<file path="src/sv/lacs_pkg.sv">
`timescale 1ns / 1ps
// ----------------------------------------------------------------------------
// lacs_pkg
// types, register codes and arithmetic helpers for the chroma subsampler
// ----------------------------------------------------------------------------
package lacs_pkg;

    // one input group: four luma and two times four chroma samples
    typedef struct packed {
        logic [7:0] luma_s0;
        logic [7:0] luma_s1;
        logic [7:0] luma_s2;
        logic [7:0] luma_s3;
        logic [7:0] u_s0;
        logic [7:0] u_s1;
        logic [7:0] u_s2;
        logic [7:0] u_s3;
        logic [7:0] v_s0;
        logic [7:0] v_s1;
        logic [7:0] v_s2;
        logic [7:0] v_s3;
    } in_t;

    // one subsampled chroma pair
    typedef struct packed {
        logic [7:0] u_out;
        logic [7:0] v_out;
    } out_t;

    // subsampling modes
    localparam logic [1:0] MODE_444 = 2'd0;
    localparam logic [1:0] MODE_422 = 2'd1;
    localparam logic [1:0] MODE_420 = 2'd2;
    localparam logic [1:0] MODE_411 = 2'd3;

    // configuration register indexes
    localparam logic CFG_MODE  = 1'b0;
    localparam logic CFG_ADAPT = 1'b1;

    localparam int CFG_DATA_W = 2;

    // reset values
    localparam logic [1:0] MODE_RESET  = MODE_420;
    localparam logic       ADAPT_RESET = 1'b1;

    // luma activity thresholds
    localparam logic [9:0] THRESH_QUAD = 10'd96;
    localparam logic [8:0] THRESH_PAIR = 9'd48;

    function automatic logic [7:0] mean2(input logic [7:0] a, input logic [7:0] b);
        logic [8:0] s;
        s = {1'b0, a} + {1'b0, b} + 9'd1;
        return s[8:1];
    endfunction

    function automatic logic [7:0] mean4(input logic [7:0] a, input logic [7:0] b,
                                         input logic [7:0] c, input logic [7:0] d);
        logic [9:0] s;
        s = {2'b0, a} + {2'b0, b} + {2'b0, c} + {2'b0, d} + 10'd2;
        return s[9:2];
    endfunction

    function automatic logic [7:0] absdiff(input logic [7:0] a, input logic [7:0] b);
        return (a > b) ? (a - b) : (b - a);
    endfunction

    function automatic logic [7:0] min2(input logic [7:0] a, input logic [7:0] b);
        return (a < b) ? a : b;
    endfunction

    function automatic logic [7:0] max2(input logic [7:0] a, input logic [7:0] b);
        return (a > b) ? a : b;
    endfunction

    // push the mean away from 128 by (256 - lav) * (cav - 128) / 256,
    // quotient truncated toward zero, then clamp to [lo, hi]
    function automatic logic [7:0] push_clamp(input logic [7:0] cav, input logic [7:0] lav,
                                              input logic [7:0] lo, input logic [7:0] hi);
        logic        [8:0]  w;
        logic signed [18:0] wx;
        logic signed [18:0] dx;
        logic signed [18:0] p;
        logic signed [18:0] q;
        logic signed [10:0] v;
        w  = 9'd256 - {1'b0, lav};
        wx = $signed({10'b0, w});
        dx = $signed({11'b0, cav}) - 19'sd128;
        p  = wx * dx;
        q  = p[18] ? ((p + 19'sd255) >>> 8) : (p >>> 8);
        v  = $signed({3'b0, cav}) + q[10:0];
        if (v < $signed({3'b0, lo})) begin
            return lo;
        end
        if (v > $signed({3'b0, hi})) begin
            return hi;
        end
        return v[7:0];
    endfunction

endpackage

</file>
<file path="src/sv/lacs_chroma_calc.sv">
`timescale 1ns / 1ps
// ----------------------------------------------------------------------------
// lacs_chroma_calc
// combinational means, luma activity, push and clamp for one group
// ----------------------------------------------------------------------------
module lacs_chroma_calc
    import lacs_pkg::*;
(
    input  in_t        grp,
    input  logic [1:0] mode,
    input  logic       adapt,
    output out_t       res
);

    logic [7:0] lav01, lav23, lav4;
    logic [8:0] act01, act23;
    logic [9:0] act4;
    logic [7:0] u_m2, v_m2, u_m4, v_m4;
    logic [7:0] u_lo2, u_hi2, v_lo2, v_hi2, u_lo4, u_hi4, v_lo4, v_hi4;
    logic [7:0] u_cav, v_cav, u_lav, v_lav, u_lo, u_hi, v_lo, v_hi;
    logic       push;

    // luma means and activity
    assign lav01 = mean2(grp.luma_s0, grp.luma_s1);
    assign lav23 = mean2(grp.luma_s2, grp.luma_s3);
    assign lav4  = mean4(grp.luma_s0, grp.luma_s1, grp.luma_s2, grp.luma_s3);

    assign act01 = {1'b0, absdiff(grp.luma_s0, lav01)} + {1'b0, absdiff(grp.luma_s1, lav01)};
    assign act23 = {1'b0, absdiff(grp.luma_s2, lav23)} + {1'b0, absdiff(grp.luma_s3, lav23)};
    assign act4  = {2'b0, absdiff(grp.luma_s0, lav4)} + {2'b0, absdiff(grp.luma_s1, lav4)}
                 + {2'b0, absdiff(grp.luma_s2, lav4)} + {2'b0, absdiff(grp.luma_s3, lav4)};

    // chroma means and ranges
    assign u_m2 = mean2(grp.u_s0, grp.u_s1);
    assign v_m2 = mean2(grp.v_s0, grp.v_s1);
    assign u_m4 = mean4(grp.u_s0, grp.u_s1, grp.u_s2, grp.u_s3);
    assign v_m4 = mean4(grp.v_s0, grp.v_s1, grp.v_s2, grp.v_s3);

    assign u_lo2 = min2(grp.u_s0, grp.u_s1);
    assign u_hi2 = max2(grp.u_s0, grp.u_s1);
    assign v_lo2 = min2(grp.v_s0, grp.v_s1);
    assign v_hi2 = max2(grp.v_s0, grp.v_s1);
    assign u_lo4 = min2(u_lo2, min2(grp.u_s2, grp.u_s3));
    assign u_hi4 = max2(u_hi2, max2(grp.u_s2, grp.u_s3));
    assign v_lo4 = min2(v_lo2, min2(grp.v_s2, grp.v_s3));
    assign v_hi4 = max2(v_hi2, max2(grp.v_s2, grp.v_s3));

    always_comb
    begin
        u_cav = u_m4;
        v_cav = v_m4;
        u_lav = lav4;
        v_lav = lav4;
        u_lo  = u_lo4;
        u_hi  = u_hi4;
        v_lo  = v_lo4;
        v_hi  = v_hi4;
        push  = 1'b0;
        unique case (mode)
            MODE_422:
            begin
                u_cav = u_m2;
                v_cav = v_m2;
                u_lav = lav01;
                v_lav = lav01;
                u_lo  = u_lo2;
                u_hi  = u_hi2;
                v_lo  = v_lo2;
                v_hi  = v_hi2;
                push  = adapt && (act01 >= THRESH_PAIR);
            end
            MODE_420:
            begin
                push = adapt && (act4 >= THRESH_QUAD);
            end
            MODE_411:
            begin
                // u follows the left pair's luma, v the right pair's
                u_lav = lav01;
                v_lav = lav23;
                push  = adapt && (act01 >= THRESH_PAIR) && (act23 >= THRESH_PAIR);
            end
            default:
            begin
                push = 1'b0;
            end
        endcase
    end

    always_comb
    begin
        if (mode == MODE_444) begin
            res.u_out = grp.u_s0;
            res.v_out = grp.v_s0;
        end else if (push) begin
            res.u_out = push_clamp(u_cav, u_lav, u_lo, u_hi);
            res.v_out = push_clamp(v_cav, v_lav, v_lo, v_hi);
        end else begin
            res.u_out = u_cav;
            res.v_out = v_cav;
        end
    end

endmodule

</file>
<file path="src/sv/luma_adaptive_chroma_subsampler.sv">
`timescale 1ns / 1ps
// ----------------------------------------------------------------------------
// luma_adaptive_chroma_subsampler
// turns one group of luma and chroma samples into one subsampled chroma pair
// ----------------------------------------------------------------------------
//
//  channel  | signals                        | payload
//  ---------+--------------------------------+---------------------------
//  input    | in_valid / in_ready / in_data  | in_t  (4 luma, 4 u, 4 v)
//  output   | out_valid / out_ready / out_data | out_t (u_out, v_out)
//  config   | cfg_wr_en / cfg_index / cfg_data | mode, adaptive enable
//
//  one group per clock sustained while out_ready stays high; an accepted group
//  is held in the input register, then its result in the output register
//  the input register feeds the calc logic, the result register holds the
//  answer; both advance together when the result is taken or empty
//  a stalled output fills the input register, then in_ready drops
//  rst_n is asynchronous, active low; it empties both stages and sets mode
//  4:2:0 with adaptive push on
//
module luma_adaptive_chroma_subsampler
    import lacs_pkg::*;
(
    input  logic                  clk,
    input  logic                  rst_n,
    // configuration writes
    input  logic                  cfg_wr_en,
    input  logic                  cfg_index,
    input  logic [CFG_DATA_W-1:0] cfg_data,
    // pixel group input
    input  logic                  in_valid,
    output logic                  in_ready,
    input  in_t                   in_data,
    // chroma pair output
    output logic                  out_valid,
    input  logic                  out_ready,
    output out_t                  out_data
);

    logic [1:0] mode_reg;
    logic       adapt_reg;

    logic       s1_valid_reg;
    in_t        s1_data_reg;
    logic       s2_valid_reg;
    out_t       s2_data_reg;

    logic       s1_advance;
    out_t       calc_res;

    // configuration registers, only the low bits of each write kept
    always_ff @(posedge clk or negedge rst_n)
    begin
        if (!rst_n) begin
            mode_reg  <= MODE_RESET;
            adapt_reg <= ADAPT_RESET;
        end else if (cfg_wr_en) begin
            unique case (cfg_index)
                CFG_MODE:  mode_reg  <= cfg_data[1:0];
                CFG_ADAPT: adapt_reg <= cfg_data[0];
                default:   mode_reg  <= mode_reg;
            endcase
        end
    end

    // the input stage moves on when the result register is free or being read
    assign s1_advance = !s2_valid_reg || out_ready;
    assign in_ready   = !s1_valid_reg || s1_advance;

    // input register
    always_ff @(posedge clk or negedge rst_n)
    begin
        if (!rst_n) begin
            s1_valid_reg <= 1'b0;
        end else if (in_ready) begin
            s1_valid_reg <= in_valid;
        end
    end

    always_ff @(posedge clk)
    begin
        if (in_ready && in_valid) begin
            s1_data_reg <= in_data;
        end
    end

    lacs_chroma_calc u_calc (
        .grp   (s1_data_reg),
        .mode  (mode_reg),
        .adapt (adapt_reg),
        .res   (calc_res)
    );

    // result register
    always_ff @(posedge clk or negedge rst_n)
    begin
        if (!rst_n) begin
            s2_valid_reg <= 1'b0;
        end else if (s1_advance) begin
            s2_valid_reg <= s1_valid_reg;
        end
    end

    always_ff @(posedge clk)
    begin
        if (s1_advance && s1_valid_reg) begin
            s2_data_reg <= calc_res;
        end
    end

    assign out_valid = s2_valid_reg;
    assign out_data  = s2_data_reg;

endmodule

</file>
<file path="config.mk">
export PLATFORM = sky130hd
export DESIGN_NAME = luma_adaptive_chroma_subsampler
export DESIGN_NICKNAME = d
export VERILOG_FILES = /design/src/sv/lacs_pkg.sv /design/src/sv/lacs_chroma_calc.sv /design/src/sv/luma_adaptive_chroma_subsampler.sv
export SDC_FILE = /design/constraint.sdc
export NUM_CORES = 1
export LEC_CHECK = 0
export BUFFER_PORTS_ARGS = -buffer_cell sky130_fd_sc_hd__buf_4
export CORE_MARGIN = 3
export CORE_UTILIZATION = 40
export DETAILED_ROUTE_END_ITERATION = 8
export GPL_TIMING_DRIVEN = 0
export PLACE_DENSITY = 0.52
export SETUP_SLACK_MARGIN = 0.02
export SLEW_MARGIN = 20
export SYNTH_ARGS = -nofsm -noshare
export SYNTH_HDL_FRONTEND = slang
export SYNTH_SLANG_ARGS = --single-unit
</file>
<file path="constraint.sdc">
create_clock -name clk -period 15.3 [get_ports clk]
set_input_delay 0.765 -clock clk [delete_from_list [all_inputs] [get_ports clk]]
set_output_delay 0.765 -clock clk [all_outputs]
set_load 0.005 [all_outputs]
</file>
# Word level (Yosys, flattened, before mapping)
# Index checks and enable logic that the tools add are counted.
word_totals:
  register_bits: 117
  inputBits: 104
  output_inout_bits: 18
  elab_cells: 168
op_classes:
  add_sub_neg: 49
  multipliers: 2
  magnitude_cmp: 27
  eq_ne: 3
  mux: 55
  n_bitwise: 1
  n_reduce_logical: 13
op_table:
  columns: ["operator", "n"]
  rows:
  - ["two-way mux 8 bit", 35]
  - ["subtractor 8 bit", 16]
  - ["> comparator 8 bit", 14]
  - ["adder 8 x 8 -> 9 bit", 10]
  - ["adder 10 x 8 -> 10 bit", 8]
  - ["< comparator 8 bit", 6]
  - ["adder 19 x 9 -> 19 bit (second input constant)", 2]
  - ["multiplier 10 x 19 -> 19 bit", 2]
  - ["adder 9 x 1 -> 9 bit (second input constant)", 4]
  - ["two-way mux 16 bit", 2]
  - ["adder 10 x 2 -> 10 bit (second input constant)", 3]
  - ["adder 8 x 11 -> 11 bit", 2]
  - ["> comparator 11 x 9 -> 1 bit", 2]
  - ["< comparator 11 x 9 -> 1 bit", 2]
  - ["two-way mux 11 bit", 2]
  - ["greater-or-equal comparator 9 x 6 -> 1 bit (second input constant)", 2]
  - ["subtractor 8 x 8 -> 9 bit (second input constant)", 2]
  - ["subtractor 9 x 8 -> 9 bit (first input constant)", 2]
  - ["one-hot mux 8 bit (2 select lines)", 1]
  - ["two-way mux 1 bit", 14]
  - ["greater-or-equal comparator 10 x 7 -> 1 bit (second input constant)", 1]
  - ["logical AND 1 bit", 5]
  - ["equality test 2 bit (second input constant)", 2]
  - ["AND reduction 2 bit", 2]
  - ["other kinds (7)", 9]

# Depth between registers and ports, before layout
depth:
  depth_word: 21
  mapped_depth: 58
  mapped_depth_nobuf: 57

# Hierarchy
# From an unflattened synthesis, not the netlist that was laid out.
unflattened:
  cells_unflattened: 2649
  area_unflattened_um2: 23776.6
modules_own_cells:
  columns: ["mod", "n_inst", "cells_per_inst", "area_each_um2", "seq_area_each_um2"]
  rows:
  - ["lacs_chroma_calc", 1, 2521, 20191.9, 0.0]
  - ["luma_adaptive_chroma_subsampler", 1, 128, 3584.7, 3490.8]

# Worst setup path before layout
# OpenSTA, ideal clock, no wires.
synth_timing:
  path_kind: "flip-flop to flip-flop"
  from: "register s1_data_reg[81] (netlist bit)"
  to: "register s2_data_reg, in the netlist out_data[0], data pin"
  setup_ns: 0.259
  arrival_ns: 11.693
  required_time_ns: 15.041
  path_slack_ns: 3.348
  stages_incl_launch_ff: 48
  path_buffers: 0
  synth_period_minus_slack_ns: 11.952
  cell_sequence: "edfxtp_1 > ha_1 > a21o_1 > a21oi_1 > xor2_1 > fa_1 > inv_1 > ha_1 > inv_1 > xnor2_1 > nor2_1 > a21oi_1 > ha_1 > nand3_1 > nor3_1 > nand3b_1 > or2_2 > fa_1 > (+12 left out) > and2_1 > nand2_1 > xnor2_1 > ha_1 > a21o_1 > a21oi_1 > nor2b_1 > o21a_1 > o21ai_0 > a21boi_0 > ha_1 > nor2b_1 > o21ai_0 > nand2b_1 > o32a_1 > o21ai_4 > nor3_2 > a211o_1"
synth_lines:
  columns: ["element", "line", "text"]
  rows:
  - ["start, declared", "luma_adaptive_chroma_subsampler.sv:44", "in_t s1_data_reg;"]
  - ["start signal, assigned", "luma_adaptive_chroma_subsampler.sv:83", "s1_data_reg <= in_data;"]
  - ["end signal, assigned", "luma_adaptive_chroma_subsampler.sv:107", "s2_data_reg <= calc_res;"]
  - ["end, declared", "luma_adaptive_chroma_subsampler.sv:46", "out_t s2_data_reg;"]

==> impl_results.md <==
* Clock latency on the worst-skew pair at between 0.4 and 0.5 ns
* Fmax at between 70 and 80 MHz
* Top post-synthesis cells by count: ha_1, inv_1, nor2_1
* Largest register FFs at 96
* Post-synthesis simple-gate area fraction at 0.130
* Total negative slack at 0 ns
* Cells after Synth at ~2700
* Yosys warns at 0
* Multi-input logic area at approximately 19000 um2
* Mapped cell area at 23800 um2
* Synth Net Count at 3400
* Drt first pass iters at 7
* Routed len/inst at 19.3 um
* Core Area at roughly 58000 um2
* Multiplexer area fraction after synthesis at 0.0683
* CTS tree: yes
* Final Slew Violations at 0
* Slowest-stage cell, CP: a211oi_2
* Syn avg cell area at 8.81 um2
* Initial antenna violation count at 0
* Unique masters post-synth at 93
* Top Ports at 122
* Die Y at 250 um
* Vias post-DR at just under 20000
* M1 GR Usage at 0.310
* Share of cells above drive strength 1 at 0.0859
* N_diodes at 0
* Final period util at 0.934
* Area share of the largest cell type after synthesis at 0.228
* Asr flop ratio synth at 0.0427
* GPL Wtd Cong at around 0.89
* PortBufs at about 120
* Area contributors post-synth: ha_1, edfxtp_1, fa_1
* Area Overhead vs Synth at 10.7%
* Post-synthesis compound-gate area fraction at 0.166
* Most common cell in the netlist: ha_1
* Post-synth top flop: edfxtp_1
* Worst-Margin Slew at 1.15 ns
* Via density at between 5 and 6
* Storage cell area at roughly 3500 um2
* Final setup viols at 0
* Total GRT Usage at 0.225
* Met2 Track Usage GR at 0.372
* Starting Density at 0.409
* Total CTS buffers at 17
* Status: finished, final reports clean
* Rel. slew slack at 0.233
* Drt drc at 0
* Synth Register Bits at 117
* Die X at approximately 250 um
* Cell accounting for the most synthesized area: ha_1
* Slowest Stage Delay on Critical Path at roughly 0.57 ns
* Routed Antenna Nets at 0
* Final count of hold timing violations at 0
* Post-Synth XOR/XNOR Area at 0.0640
* Max_cap viols at 0
* HP Class: input pin to asynchronous set/reset pin
* Nets at between 3000 and 4000
* Global-route wire length before repair at between 100000 and 150000 um
* EDFF count, synth at 112
* Fin crit period at between 10 and 15 ns
* CTS H-tree lvls at 4
* CP required at 15.52 ns
* Critical path arrival at between 10 and 15 ns
* Main combinational cell family by area after synthesis: adder cells
* # fillers at about 5800
* CTS Root Buffer Type: clkbuf_16
* Busiest grt layer: met2
* Largest net degree at the start of global routing at 47
* CP Class: register to register
* Final Skew at between 0.015 and 0.02 ns
* Critical path peak fanout at 10
* Most used cell, CP: fa_1
* Row Count at slightly below 90
* Met3 GRT Util at 0.0307
* Share of the yosys chip area belonging to registers at 0.146
* Congestion Overflow GR at 0
* Clock slew at reported path FFs at approximately 0.070 ns
* Total routed wirelength at ~70000 um
* CP Capture Type: register
* Clock sink total at around 120
* Longest Clk Path Bufs at 2
* RSZ-0062 raised after global routing: false
* CP Launch Type: register
* Adder-cell share of the synthesized area at 0.358
* Vias in the first global route at 20278
* HPWL Detailed at 59100 um
* Die ar. at about 63000 um2
* Iteration-0 DRC Markers at roughly 1200
kinds of logic (layout without fill, tap and decap cells):
| kind of cell | Yosys count | after routing |
|---|---|---|
| flops | 117 | 117 |
| compound gates | 600 | 600 |
| xor+xnor | 172 | 172 |
| mux | 157 | 157 |
| simple gates | 646 | 646 |
| buf+inv | 426 | 582 |
| fa+ha+maj | 589 | 589 |
worst max-delay path, delay by kind of cell (launching register included):
kind | cells | cell delay [ns]
compound gates | 17 | 4.90
buf+inv | 4 | 0.21
simple gates | 10 | 2.29
flops | 1 | 0.48
xor+xnor | 4 | 1.04
fa+ha+maj | 12 | 5.07
metal layers:
| layer | up-vias | part of all wire |
|---|---|---|
| met5 | - | 0 |
| met3 | 67 | 0.039 |
| met1 | 9655 | 0.48 |
| met4 | 0 | 0.019 |
| li1 | 9639 | - |
| met2 | 444 | 0.46 |
cell usage in the layout, fill, tap and decap left out, drive strengths merged, types with 9 or more instances in the layout:
cell type,n
o21a,33
edfxtp,112
fa,155
and2,23
a22oi,11
and3,12
mux2,40
o21bai,28
a21oi,171
o211ai,11
nand3b,9
nand2b,42
xor2,66
o22ai,10
a21o,83
ha,434
nand2,157
a31oi,14
a21boi,17
or3,9
nor2,228
o21ai,136
a211o,9
o31ai,10
xnor2,106
clkbuf,54
inv,384
buf,137
nand3,27
nor3,21
mux2i,117
nand4,29
nor2b,55
or2,9
metrics by stage:
| step | area (um2) | worst slack [ns] | hold WS, ns | util | instances |
|---|---|---|---|---|---|
| floorplan | 23800 | 3.35 | 0.449 | - | 2707 |
| global placement | 25700 | 0.804 | 0.467 | 0.441 | 3593 |
| detailed placement | 25800 | 0.719 | 0.494 | 0.442 | 3596 |
| CTS | 26400 | 0.647 | 0.0514 | 0.452 | 3628 |
| global route | 26400 | 0.147 | 0.0740 | 0.452 | 3628 |
| finish | 26400 | 1.02 | 0.101 | 0.452 | 3628 |
layout make-up:
cell class | count | share of cell area
buffer | 50 | 0.00754
clock buffer | 17 | 0.0161
clock inverter | 15 | 0.00607
inverter | 376 | 0.0535
multi-input combinational | 2164 | 0.712
sequential | 117 | 0.132
tap | 765 | 0.0363
timing repair buffer | 124 | 0.0364
final timing paths:
check,depth (start not counted),start,slack [ns],to
max,47,s1_data_reg[88],1.02,out_data[4]
min,1,rst_n,0.10,s1_valid_reg
max reg2reg,47,s1_data_reg[88],1.02,out_data[4]
min reg2reg,1,s1_valid_reg,0.50,out_valid
max in group asynchronous,1,rst_n,14.97,adapt_reg
min in group clk,1,in_data[64],0.44,s1_data_reg[64]
repair_timing:
action                                  in CTS  in global routing
endpoints found under the setup margin       0                 16
resized for setup                            0                  8
setup buffers                                0                  0
hold buffers                                 0                  0
Power is not shown: default switching activity piles up to over one toggle a cycle in this logic, so the estimate is an artifact.
